[config.mk]
export PLATFORM = sky130hd
export DESIGN_NAME = epoch_seconds_to_calendar
export DESIGN_NICKNAME = d
export VERILOG_FILES = /design/src/esc_pkg.sv /design/src/epoch_seconds_to_calendar.sv /design/src/esc_hms.sv /design/src/esc_ymd.sv /design/src/esc_month.sv
export SDC_FILE = /design/constraint.sdc
export NUM_CORES = 2
export LEC_CHECK = 0
export BUFFER_PORTS_ARGS = -buffer_cell sky130_fd_sc_hd__buf_4
export CAP_MARGIN = 0
export CORE_UTILIZATION = 51
export DETAILED_ROUTE_END_ITERATION = 10
export GPL_ROUTABILITY_DRIVEN = 0
export GPL_TIMING_DRIVEN = 0
export PLACE_DENSITY = 0.67
export SLEW_MARGIN = 20
export SYNTH_ARGS = -nofsm -noshare
export SYNTH_HDL_FRONTEND = slang
export SYNTH_SLANG_ARGS = --single-unit
[constraint.sdc]
create_clock -name i_clk -period 32 [get_ports i_clk]
set_clock_uncertainty 0.2 [all_clocks]
set_input_delay 6.4 -clock i_clk [delete_from_list [all_inputs] [get_ports i_clk]]
set_output_delay 6.4 -clock i_clk [all_outputs]
set_load 0.1 [all_outputs]
[src/esc_pkg.sv]
// Shared types, constants and the month-start table for the seconds-to-calendar pipeline.
// No dependencies; imported by all esc_* modules and the top level.
package esc_pkg;

    localparam logic [31:0] DIV60_M    = 32'h8888_8889; // x/60 = (x*M) >> 37
    localparam logic [31:0] DIV3_M     = 32'hAAAA_AAAB; // x/3  = (x*M) >> 33
    localparam logic [21:0] DIV1461_M  = 22'd2939744;   // floor(2^32/1461), one fix-up
    localparam logic [29:0] DIV7_M     = 30'd613566757; // ceil(2^32/7), exact here
    localparam logic [10:0] DAYS_CYCLE = 11'd1461;
    localparam logic [15:0] DAYS_END   = 16'd36525;     // first day of 2100
    localparam logic [11:0] BASE_YEAR  = 12'd2000;

    typedef struct packed {
        logic [5:0]  sec;
        logic [5:0]  min;
        logic [20:0] hours;   // total hours since base
        logic [15:0] days;    // total days since base
    } t_hms_w;

    typedef struct packed {
        logic [5:0]  sec;
        logic [5:0]  min;
        logic [4:0]  hr;
        logic [2:0]  wday;
        logic [11:0] year;
        logic [8:0]  doy;     // day of year from 0
        logic        leap;
        logic        oor;
    } t_ymd_w;

    // Day of year on which month (index 0..11) starts.
    function automatic logic [8:0] month_start(input logic [3:0] idx, input logic leap);
        logic [8:0] s;
        case (idx)
            4'd0:    s = 9'd0;
            4'd1:    s = 9'd31;
            4'd2:    s = 9'd59;
            4'd3:    s = 9'd90;
            4'd4:    s = 9'd120;
            4'd5:    s = 9'd151;
            4'd6:    s = 9'd181;
            4'd7:    s = 9'd212;
            4'd8:    s = 9'd243;
            4'd9:    s = 9'd273;
            4'd10:   s = 9'd304;
            4'd11:   s = 9'd334;
            default: s = 9'd0;
        endcase
        if (leap && idx >= 4'd2) begin
            s = s + 9'd1;
        end
        return s;
    endfunction

endpackage

[src/epoch_seconds_to_calendar.sv]
// Seconds since 2000-01-01 00:00:00 to calendar fields: a seven-stage pipeline
// that takes one word per cycle while the output is not held by i_stall.
// Depends on esc_pkg, esc_hms, esc_ymd, esc_month.
//
// Each input word (a 32-bit count of seconds since 2000-01-01 00:00:00) yields
// exactly one output word with second, minute, hour, year, month, day of month
// and weekday (Sunday 1 .. Saturday 7). Every fourth year is taken as leap, which
// is the true calendar for 2000..2099; inputs from 2100-01-01 on raise
// o_out_of_range and the other fields keep following the four-year rule, up to
// year 2136. Throughput is one word per cycle while no output word is held
// under i_stall. Three reciprocal multiplies split seconds into minutes, hours
// and days, a fourth pair splits days into four-year cycles and weekday, one
// stage picks the year in the cycle, and the last stage finds the month and is
// the output register. The whole pipeline holds while an output word waits
// under i_stall, so o_stall is raised only then; no word is lost or repeated.
// The block has no configuration and no state beyond the pipeline.
module epoch_seconds_to_calendar (
    input  logic        i_clk,
    input  logic        i_rst_n,
    input  logic        i_valid,
    output logic        o_stall,
    input  logic [31:0] i_seconds_since_base,
    output logic        o_valid,
    input  logic        i_stall,
    output logic [5:0]  o_second_of_minute,
    output logic [5:0]  o_minute_of_hour,
    output logic [4:0]  o_hour_of_day,
    output logic [11:0] o_calendar_year,
    output logic [3:0]  o_month_number,
    output logic [4:0]  o_day_of_month,
    output logic [2:0]  o_weekday,
    output logic        o_out_of_range
);
    import esc_pkg::*;

    logic   en;          // global advance for every stage
    logic   hms_valid;
    t_hms_w hms_data;
    logic   ymd_valid;
    t_ymd_w ymd_data;
    t_ymd_w out_data;

    // Advance unless a finished word sits at the output and is being held off.
    assign en      = !(o_valid && i_stall);
    assign o_stall = !en;

    // Stages 1-3: seconds -> sec, min, hours, days
    esc_hms u_hms (
        .i_clk     (i_clk),
        .i_rst_n   (i_rst_n),
        .i_en      (en),
        .i_valid   (i_valid),
        .i_seconds (i_seconds_since_base),
        .o_valid   (hms_valid),
        .o_data    (hms_data)
    );

    // Stages 4-6: hour, weekday, year, day of year
    esc_ymd u_ymd (
        .i_clk   (i_clk),
        .i_rst_n (i_rst_n),
        .i_en    (en),
        .i_valid (hms_valid),
        .i_data  (hms_data),
        .o_valid (ymd_valid),
        .o_data  (ymd_data)
    );

    // Stage 7: month / day of month, output register
    esc_month u_month (
        .i_clk   (i_clk),
        .i_rst_n (i_rst_n),
        .i_en    (en),
        .i_valid (ymd_valid),
        .i_data  (ymd_data),
        .o_valid (o_valid),
        .o_data  (out_data),
        .o_month (o_month_number),
        .o_mday  (o_day_of_month)
    );

    assign o_second_of_minute = out_data.sec;
    assign o_minute_of_hour   = out_data.min;
    assign o_hour_of_day      = out_data.hr;
    assign o_calendar_year    = out_data.year;
    assign o_weekday          = out_data.wday;
    assign o_out_of_range     = out_data.oor;

    a_month_range: assert property (@(posedge i_clk) disable iff (!i_rst_n)
        o_valid |-> (o_month_number >= 4'd1 && o_month_number <= 4'd12))
        else $error("month out of range");

    a_fields_range: assert property (@(posedge i_clk) disable iff (!i_rst_n)
        o_valid |-> (o_weekday != 3'd0 && o_hour_of_day < 5'd24 &&
                     o_minute_of_hour < 6'd60 && o_second_of_minute < 6'd60 &&
                     o_day_of_month != 5'd0))
        else $error("time or weekday field out of range");

    a_oor_year: assert property (@(posedge i_clk) disable iff (!i_rst_n)
        (o_valid && !o_out_of_range) |-> (o_calendar_year <= 12'd2099))
        else $error("year beyond 2099 without out_of_range");

    a_hold_out: assert property (@(posedge i_clk) disable iff (!i_rst_n)
        (o_valid && i_stall) |=> (o_valid && $stable(o_calendar_year) &&
                                  $stable(o_day_of_month)))
        else $error("output word changed while held");
endmodule

[src/esc_hms.sv]
// Stages 1-3: splits seconds into second, minute, total hours and total days.
// Depends on esc_pkg.
module esc_hms (
    input  logic            i_clk,
    input  logic            i_rst_n,
    input  logic            i_en,
    input  logic            i_valid,
    input  logic [31:0]     i_seconds,
    output logic            o_valid,
    output esc_pkg::t_hms_w o_data
);
    import esc_pkg::*;

    logic [2:0]  r_v;
    logic [31:0] r1_t;
    logic [63:0] r1_p;
    logic [5:0]  r2_sec;
    logic [26:0] r2_q1;
    logic [58:0] r2_p;
    logic [5:0]  r3_sec;
    logic [5:0]  r3_min;
    logic [20:0] r3_q2;
    logic [52:0] r3_p;

    logic [26:0] n_q1;
    logic [20:0] n_q2;

    assign n_q1 = r1_p[63:37];
    assign n_q2 = r2_p[57:37];

    always_ff @(posedge i_clk) begin
        if (!i_rst_n) begin
            r_v <= '0;
        end else if (i_en) begin
            r_v <= {r_v[1:0], i_valid};
        end
        if (i_en) begin
            r1_t   <= i_seconds;
            r1_p   <= {32'd0, i_seconds} * {32'd0, DIV60_M};
            // t - 60*q mod 64: 60*q = 64*q - 4*q
            r2_sec <= r1_t[5:0] + {n_q1[3:0], 2'b00};
            r2_q1  <= n_q1;
            r2_p   <= {32'd0, n_q1} * {27'd0, DIV60_M};
            r3_sec <= r2_sec;
            r3_min <= r2_q1[5:0] + {n_q2[3:0], 2'b00};
            r3_q2  <= n_q2;
            r3_p   <= {32'd0, n_q2} * {21'd0, DIV3_M};
        end
    end

    assign o_valid      = r_v[2];
    assign o_data.sec   = r3_sec;
    assign o_data.min   = r3_min;
    assign o_data.hours = r3_q2;
    assign o_data.days  = r3_p[51:36]; // hours / 24
endmodule

[src/esc_ymd.sv]
// Stages 4-6: hour, weekday, four-year cycle, year and day of year.
// Depends on esc_pkg.
module esc_ymd (
    input  logic            i_clk,
    input  logic            i_rst_n,
    input  logic            i_en,
    input  logic            i_valid,
    input  esc_pkg::t_hms_w i_data,
    output logic            o_valid,
    output esc_pkg::t_ymd_w o_data
);
    import esc_pkg::*;

    logic [2:0]  r_v;
    // stage 4
    logic [5:0]  r4_sec, r4_min;
    logic [4:0]  r4_hr;
    logic [15:0] r4_days;
    logic [37:0] r4_pc;
    logic [46:0] r4_pw;
    // stage 5
    logic [5:0]  r5_sec, r5_min;
    logic [4:0]  r5_hr;
    logic [2:0]  r5_wday;
    logic [5:0]  r5_cyc;
    logic [10:0] r5_rem;
    logic        r5_oor;
    // stage 6
    t_ymd_w      r6;

    logic [4:0]  n_hr;
    logic [16:0] n_d6;
    logic [5:0]  n_qc;
    logic [15:0] n_rc;
    logic [16:0] n_wr;
    logic [5:0]  n_cyc;
    logic [10:0] n_rem;
    logic [1:0]  n_yoff;
    logic [8:0]  n_doy;

    assign n_hr = i_data.hours[4:0] - ({i_data.days[0], 4'd0} + {i_data.days[1:0], 3'd0});
    assign n_d6 = {1'b0, i_data.days} + 17'd6;

    always_comb begin
        n_qc = r4_pc[37:32];
        n_rc = r4_days - 16'(n_qc) * 16'(DAYS_CYCLE);
        if (n_rc >= 16'(DAYS_CYCLE)) begin
            n_cyc = n_qc + 6'd1;
            n_rem = 11'(n_rc - 16'(DAYS_CYCLE));
        end else begin
            n_cyc = n_qc;
            n_rem = n_rc[10:0];
        end
        n_wr = ({1'b0, r4_days} + 17'd6) - 17'(r4_pw[44:32]) * 17'd7;
    end

    always_comb begin
        if (r5_rem < 11'd366) begin
            n_yoff = 2'd0;
            n_doy  = r5_rem[8:0];
        end else if (r5_rem < 11'd731) begin
            n_yoff = 2'd1;
            n_doy  = 9'(r5_rem - 11'd366);
        end else if (r5_rem < 11'd1096) begin
            n_yoff = 2'd2;
            n_doy  = 9'(r5_rem - 11'd731);
        end else begin
            n_yoff = 2'd3;
            n_doy  = 9'(r5_rem - 11'd1096);
        end
    end

    always_ff @(posedge i_clk) begin
        if (!i_rst_n) begin
            r_v <= '0;
        end else if (i_en) begin
            r_v <= {r_v[1:0], i_valid};
        end
        if (i_en) begin
            r4_sec  <= i_data.sec;
            r4_min  <= i_data.min;
            r4_hr   <= n_hr;
            r4_days <= i_data.days;
            r4_pc   <= {22'd0, i_data.days} * {16'd0, DIV1461_M};
            r4_pw   <= {30'd0, n_d6} * {17'd0, DIV7_M};

            r5_sec  <= r4_sec;
            r5_min  <= r4_min;
            r5_hr   <= r4_hr;
            r5_wday <= n_wr[2:0] + 3'd1;
            r5_cyc  <= n_cyc;
            r5_rem  <= n_rem;
            r5_oor  <= (r4_days >= DAYS_END);

            r6.sec  <= r5_sec;
            r6.min  <= r5_min;
            r6.hr   <= r5_hr;
            r6.wday <= r5_wday;
            r6.year <= BASE_YEAR + {4'd0, r5_cyc, 2'b00} + {10'd0, n_yoff};
            r6.doy  <= n_doy;
            r6.leap <= (n_yoff == 2'd0);
            r6.oor  <= r5_oor;
        end
    end

    assign o_valid = r_v[2];
    assign o_data  = r6;
endmodule

[src/esc_month.sv]
// Stage 7 and output register: month and day of month from day of year.
// Depends on esc_pkg.
module esc_month (
    input  logic            i_clk,
    input  logic            i_rst_n,
    input  logic            i_en,
    input  logic            i_valid,
    input  esc_pkg::t_ymd_w i_data,
    output logic            o_valid,
    output esc_pkg::t_ymd_w o_data,
    output logic [3:0]      o_month,
    output logic [4:0]      o_mday
);
    import esc_pkg::*;

    logic        r_v;
    t_ymd_w      r_d;
    logic [3:0]  r_month;
    logic [4:0]  r_mday;
    logic [3:0]  n_idx;
    logic [8:0]  n_off;

    // independent compares against each month start, last hit wins
    always_comb begin
        n_idx = 4'd0;
        for (int i = 1; i < 12; i++) begin
            if (i_data.doy >= month_start(4'(i), i_data.leap)) begin
                n_idx = 4'(i);
            end
        end
        n_off = i_data.doy - month_start(n_idx, i_data.leap);
    end

    always_ff @(posedge i_clk) begin
        if (!i_rst_n) begin
            r_v <= 1'b0;
        end else if (i_en) begin
            r_v <= i_valid;
        end
        if (i_en) begin
            r_d     <= i_data;
            r_month <= n_idx + 4'd1;
            r_mday  <= n_off[4:0] + 5'd1;
        end
    end

    assign o_valid = r_v;
    assign o_data  = r_d;
    assign o_month = r_month;
    assign o_mday  = r_mday;
endmodule
Word-level counts from Yosys, hierarchy flattened
Memory sizes are Yosys's and may differ from the RTL's. Index checks and enable logic that the tools add are counted.

Latch bits: 0. Flip-flop bits (word level): 450. RAM bits: 0. Memories kept: 1. Output and inout port bits: 44. Bits in read-only memories: 144. Logic and storage cells: 119. Input port bits: 36.

Memories: (no name shown) (words 16, bits a word 9, read ports 1, clocked after Yosys merged registers in 0, wr ports 0, line esc_pkg.sv:34) `case (idx)`.

Shift operators: 0. Eq/ne operators: 0. Bitwise logic cells: 0. Multiplexer cells: 30. $add $sub $neg: 20. Div/mod/pow operators: 0. $mul: 7. Order comparisons: 17. Reductions and logical operators: 3.

Operators by type and width (count): 32-bit by 32-bit multiplier with 64-bit output, second input constant (1); 27-bit by 32-bit multiplier with 58-bit output, second input constant (1); 21-bit by 32-bit multiplier with 52-bit output, second input constant (1); 17-bit by 30-bit multiplier with 45-bit output, second input constant (1); 4-bit 2-to-1 mux (11); 9-bit by 8-bit >= comparator with 1-bit output (4); 16-bit by 17-bit multiplier with 33-bit output, second input constant (1); 9-bit >= comparator (3); 9-bit 2-to-1 mux (3); 9-bit by 7-bit >= comparator with 1-bit output (2); 16-bit by 3-bit adder with 17-bit output, second input constant (1); 16-bit by 11-bit >= comparator with 1-bit output, second input constant (1); 16-bit >= comparator, second input constant (1); 6-bit by 11-bit multiplier with 16-bit output, second input constant (1); 16-bit subtractor (1); 13-bit by 3-bit multiplier with 3-bit output, second input constant (1); 11-bit by 8-bit adder with 12-bit output, first input constant (1); 12-bit by 2-bit adder with 12-bit output (1); 6-bit adder (2); 11-bit by 10-bit less-than comparator with 1-bit output, second input constant (1); 11-bit less-than comparator, second input constant (1); 11-bit by 9-bit less-than comparator with 1-bit output, second input constant (1); 11-bit 2-to-1 mux (1); 11-bit subtractor, second input constant (1); 21 further kinds (34).

Longest topological paths before layout
Word-level depth: 17. Mapped depth: 30. Depth with buffers taken out: 30.

Hierarchy
From an unflattened synthesis, not the netlist that was laid out.

Cells, all modules: 4022. Area, all modules: 43503.0 um^2.

Modules (own cells, without submodules): esc_hms (cells each 2566, instances 1, area each 26639.3 um^2, sequential area each 3513.4 um^2); esc_ymd (cells each 1266, instances 1, area each 14162.3 um^2, sequential area each 3723.6 um^2); esc_month (cells each 188, instances 1, area each 2691.3 um^2, sequential area each 1581.5 um^2); epoch_seconds_to_calendar (cells each 2, instances 1, area each 10.0 um^2, sequential area each 0.0 um^2).

Worst setup path before layout
Ideal clock, no wire load.

Kind: input -> output. Start: input i_stall. End: output o_stall. Data arrival time: 15.750 ns. Slack: 9.650 ns. Cell stages on the path: 2. Data required time: 25.400 ns. Buffers on the path: 0. Cells stage by stage: nand2_1 > clkinv_1.

Cells in the longest elaborated chain, start to end: 1.

Ends and longest elaborated chain: start: declaration (line epoch_seconds_to_calendar.sv:24) `input logic i_stall,`; 1-bit logical AND (line epoch_seconds_to_calendar.sv:44) `assign en = !(o_valid && i_stall);`; end: declaration (line epoch_seconds_to_calendar.sv:21) `output logic o_stall,`.

No other way between the ends.

Worst setup path in the final report
Ends and elaborated chain as after synthesis.

==> insert_results.sql <==
INSERT INTO impl_metrics (metric_group, metric, value, unit) VALUES
('synthesis', 'synthTopCellsByArea', 'sky130_fd_sc_hd__ha_1 (28%), sky130_fd_sc_hd__fa_1 (27%), sky130_fd_sc_hd__edfxtp_1 (19%)', ''),
('synthesis', 'synth-seq-area-share', '19.1', '%'),
('cells_and_area', 'finalNetCount', '5575', ''),
('route', 'vias_per_cell', '5.23', ''),
('die', 'die-area', '83300', 'µm²'),
('clocking', 'htree_num_levels', '1', ''),
('timing', 'max_slew.worst_pin.slew', '1140', 'ps'),
('critical_path', 'setup.worst_path.start_class', 'primary input', ''),
('critical_path', 'r2r_setup_slack', '23820', 'ps'),
('die', 'chipWidth', '289', 'µm'),
('critical_path', 'timing.critical_path.max_delay_family', 'buffers and inverters', ''),
('critical_path', 'cp_data_arrival_time', '7730', 'ps'),
('clocking', 'cts.reportedPaths.clkPinSlew', '60', 'ps'),
('clocking', 'post-cts-setup-buffer-count', '0', ''),
('grt', 'groute.usage.overall', '21.4', '%'),
('die', 'io_pins', '80', ''),
('critical_path', 'cp_cell_sequence', 'buf_4 > nand2_4 > buf_12 > clkinv_1 > buf_4', ''),
('synthesis', 'postSynthNetCount', '5458', ''),
('timing', 'report.final.hold_viol_count', '0', ''),
('critical_path', 'cp.required', '25400', 'ps'),
('place', 'numPortBuffers', '79', ''),
('critical_path', 'cp-end-kind', 'output pin', ''),
('route', 'wl_per_cell', '16.6', 'µm'),
('synthesis', 'count_of_flip_flops_with_a_built_in_enable_after_synthesis', '262', ''),
('worst_hold_path', 'hold_path_class', 'flop to flop', ''),
('cells_and_area', 'design_area', '45000', 'µm²'),
('place', 'place.detailed.hpwl', '73.6', 'mm'),
('route', 'ant_nets', '0', ''),
('critical_path', 'worst_path_max_delay_cell', 'sky130_fd_sc_hd__nand2_4', ''),
('synthesis', 'ys.flop_type', 'sky130_fd_sc_hd__edfxtp_1', ''),
('cells_and_area', 'drive_gt1_share', '4.02', '%'),
('clocking', 'tritoncts.num_buffers', '31', ''),
('route', 'route.final.wire_length', '85.1', 'mm'),
('synthesis', 'synth_cells', '3916', ''),
('cells_and_area', 'p_r_area_growth_vs_syn', '7.33', '%'),
('clocking', 'cts.repair.resized', '0', ''),
('timing', 'timing.max_slew.rel_slack', '21.8', '%'),
('timing', 'final_max_slew_viol_count', '0', ''),
('place', 'place_area', '44000', 'µm²'),
('timing', 'fmaxAchievable', '0.0698', 'GHz'),
('synthesis', 'synth.yosys.warnings', '0', ''),
('grt', 'gr-total-overflow', '0', ''),
('grt', 'grt_pass1_vias', '28000', ''),
('timing', 'period_share', '44.8', '%'),
('clocking', 'tritoncts', 'built', ''),
('synthesis', 'syn-mean-instance-area', '10.7', 'µm²'),
('grt', 'grt_first_pass_wirelength', '142', 'mm'),
('clocking', 'cts_buffer_depth', '3', ''),
('clocking', 'hold_buffers', '0', ''),
('critical_path', 'path_common_cell', 'sky130_fd_sc_hd__buf_4', ''),
('clocking', 'cts.root.buffer_cell', 'sky130_fd_sc_hd__clkbuf_16', ''),
('cells_and_area', 'layout.cells.most_common', 'sky130_fd_sc_hd__inv_1', ''),
('critical_path', 'worstPathMaxFanout', '37', ''),
('synthesis', 'async_reset_ff_share', '0', '%'),
('route', 'remaining_drc_errors', '0', ''),
('die', 'initial_standard_cell_utilization_of_the_core', '51.8', '%'),
('timing', 'totalNegativeSetupSlack', '0', 'ps'),
('timing', 'rsz0062_at_grt', 'no', ''),
('route', 'detailedRoute.firstPassIterationCount', '8', ''),
('die', 'row_count', '104', ''),
('timing', 'finalSetupViolCount', '0', ''),
('critical_path', 'path_buf_inv', '4', ''),
('route', 'vias', '26800', ''),
('run', 'maxCapViolations', '0', ''),
('cells_and_area', 'layout_common_cells', 'sky130_fd_sc_hd__inv_1 (1029), sky130_fd_sc_hd__ha_1 (931), sky130_fd_sc_hd__fa_1 (575)', ''),
('die', 'core', '80900', 'µm²'),
('critical_path', 'path_class', 'primary input to output pin', ''),
('grt', 'grt_antenna_before_repair', '0', ''),
('synthesis', 'ys_seq_elements', '269', ''),
('synthesis', 'synthDominantAreaCellType', 'sky130_fd_sc_hd__ha_1', ''),
('critical_path', 'cpPeakStageDelay', '350', 'ps'),
('clocking', 'clk_latency', '600', 'ps'),
('die', 'die_y', '289', 'µm'),
('synthesis', 'synth.top_cell.area_share', '27.8', '%'),
('synthesis', 'mapped_cell_area', '41900', 'µm²'),
('cells_and_area', 'antenna_cells', '0', ''),
('grt', 'grt_max_degree', '61', ''),
('timing', 'fin_crit', '14330', 'ps'),
('run_status', 'outcome', 'finished clean', ''),
('synthesis', 'post_synth_num_cell_types', '74', ''),
('clocking', 'clock_sinks', '269', ''),
('route', 'dr.first_iter.drc_count', '1440', '');
-- flip-flops by register name, summed over array words and instances (netlist names), 11 cells and up --
register / flops
u_hms.r1_p: 30
u_hms.r2_p: 24
u_hms.r3_p: 17
u_month.o_data: 32
u_ymd.o_data: 42
u_ymd.r4_days: 15
u_ymd.r5_rem: 11
-- final cells by class --
class                           count  area [µm²]
Inverter                         1030        3870
Tap cell                         1060        1330
Sequential cell                   269        8010
Multi-Input combinational cell   2599       30000
Clock inverter                     19         188
Timing Repair Buffer               84         716
Buffer                             18        78.8
Clock buffer                       39         836
Fill cell                        7003       35900
-- worst reg2reg max path: stages (launching register included) --
cell	delay, ps
sky130_fd_sc_hd__edfxtp_1	460
sky130_fd_sc_hd__ha_1	340
sky130_fd_sc_hd__inv_1	80
sky130_fd_sc_hd__fa_1	480
sky130_fd_sc_hd__inv_1	90
sky130_fd_sc_hd__fa_1	600
sky130_fd_sc_hd__inv_1	130
sky130_fd_sc_hd__fa_1	680
sky130_fd_sc_hd__inv_1	160
sky130_fd_sc_hd__fa_1	550
sky130_fd_sc_hd__inv_1	50
sky130_fd_sc_hd__fa_1	550
sky130_fd_sc_hd__fa_1	550
sky130_fd_sc_hd__inv_1	40
sky130_fd_sc_hd__ha_1	350
sky130_fd_sc_hd__a21o_1	180
sky130_fd_sc_hd__a21o_1	180
sky130_fd_sc_hd__a2111oi_0	460
sky130_fd_sc_hd__a211oi_1	90
sky130_fd_sc_hd__a221oi_1	630
sky130_fd_sc_hd__a31o_2	300
sky130_fd_sc_hd__a21o_1	160
sky130_fd_sc_hd__o21ai_0	180
sky130_fd_sc_hd__a21oi_1	230
sky130_fd_sc_hd__xnor2_1	230
-- cell families after synthesis --
group,share of synthesized area [%]
DFF,19.1
buffers and inverters,9.41
and+or+nand+nor,4.87
muxes,0.155
xor gates and xnor gates,3.23
AOI/OAI and AO/OA,7.98
adders and majority gates,55.3
-- stage by stage --
step / cells / hold WS, ps / worst slack [ps] / utilization [%]
6_report: 5118 / 209 / 17670 / 55.6
5_1_grt: 5118 / 222 / 17540 / 55.6
4_1_cts: 5118 / 211 / 17640 / 55.6
3_5_place_dp: 5060 / 205 / 17650 / 54.3
3_3_place_gp: 5055 / 200 / 7770 / 54.2
2_1_floorplan: 3916 / 200 / 9650 / -
-- path summary, 6_finish.rpt --
path	start	end	cells past startpoint
min reg2reg	u_ymd.r4_hr[3]	u_ymd.r5_hr[3]	0
min	u_ymd.r4_hr[3]	u_ymd.r5_hr[3]	0
max	i_stall	o_stall	5
max reg2reg	u_hms.r2_p[54]	u_hms.r3_p[51]	24
-- synth_stat cells (13+ instances only) --
cell type and count:
sky130_fd_sc_hd__xnor2_1 99, sky130_fd_sc_hd__nand4_1 31, sky130_fd_sc_hd__a21boi_0 13, sky130_fd_sc_hd__fa_1 575
sky130_fd_sc_hd__o21a_1 20, sky130_fd_sc_hd__xor2_1 52, sky130_fd_sc_hd__a21oi_1 152, sky130_fd_sc_hd__o211ai_1 15
sky130_fd_sc_hd__nand2_1 118, sky130_fd_sc_hd__clkbuf_1 16, sky130_fd_sc_hd__nor2b_1 25, sky130_fd_sc_hd__edfxtp_1 262
sky130_fd_sc_hd__nor2_1 98, sky130_fd_sc_hd__inv_1 1029, sky130_fd_sc_hd__ha_1 931, sky130_fd_sc_hd__o21bai_1 14
sky130_fd_sc_hd__nand3_1 39, sky130_fd_sc_hd__and3_1 16, sky130_fd_sc_hd__nand2b_1 19, sky130_fd_sc_hd__a21o_1 75
sky130_fd_sc_hd__o21ai_0 104, sky130_fd_sc_hd__a211oi_1 16, sky130_fd_sc_hd__nor3_1 25
-- routing by layer --
layer,global-route usage [%],share of wire [%]
met1,30.9,48
met2,34.8,46
met3,2.87,4.5
met4,3.45,1.7
met5,0,0
Power is left out: the tool's default activity adds up to more than one toggle a clock period on the data nets, which glitch-free logic cannot reach.
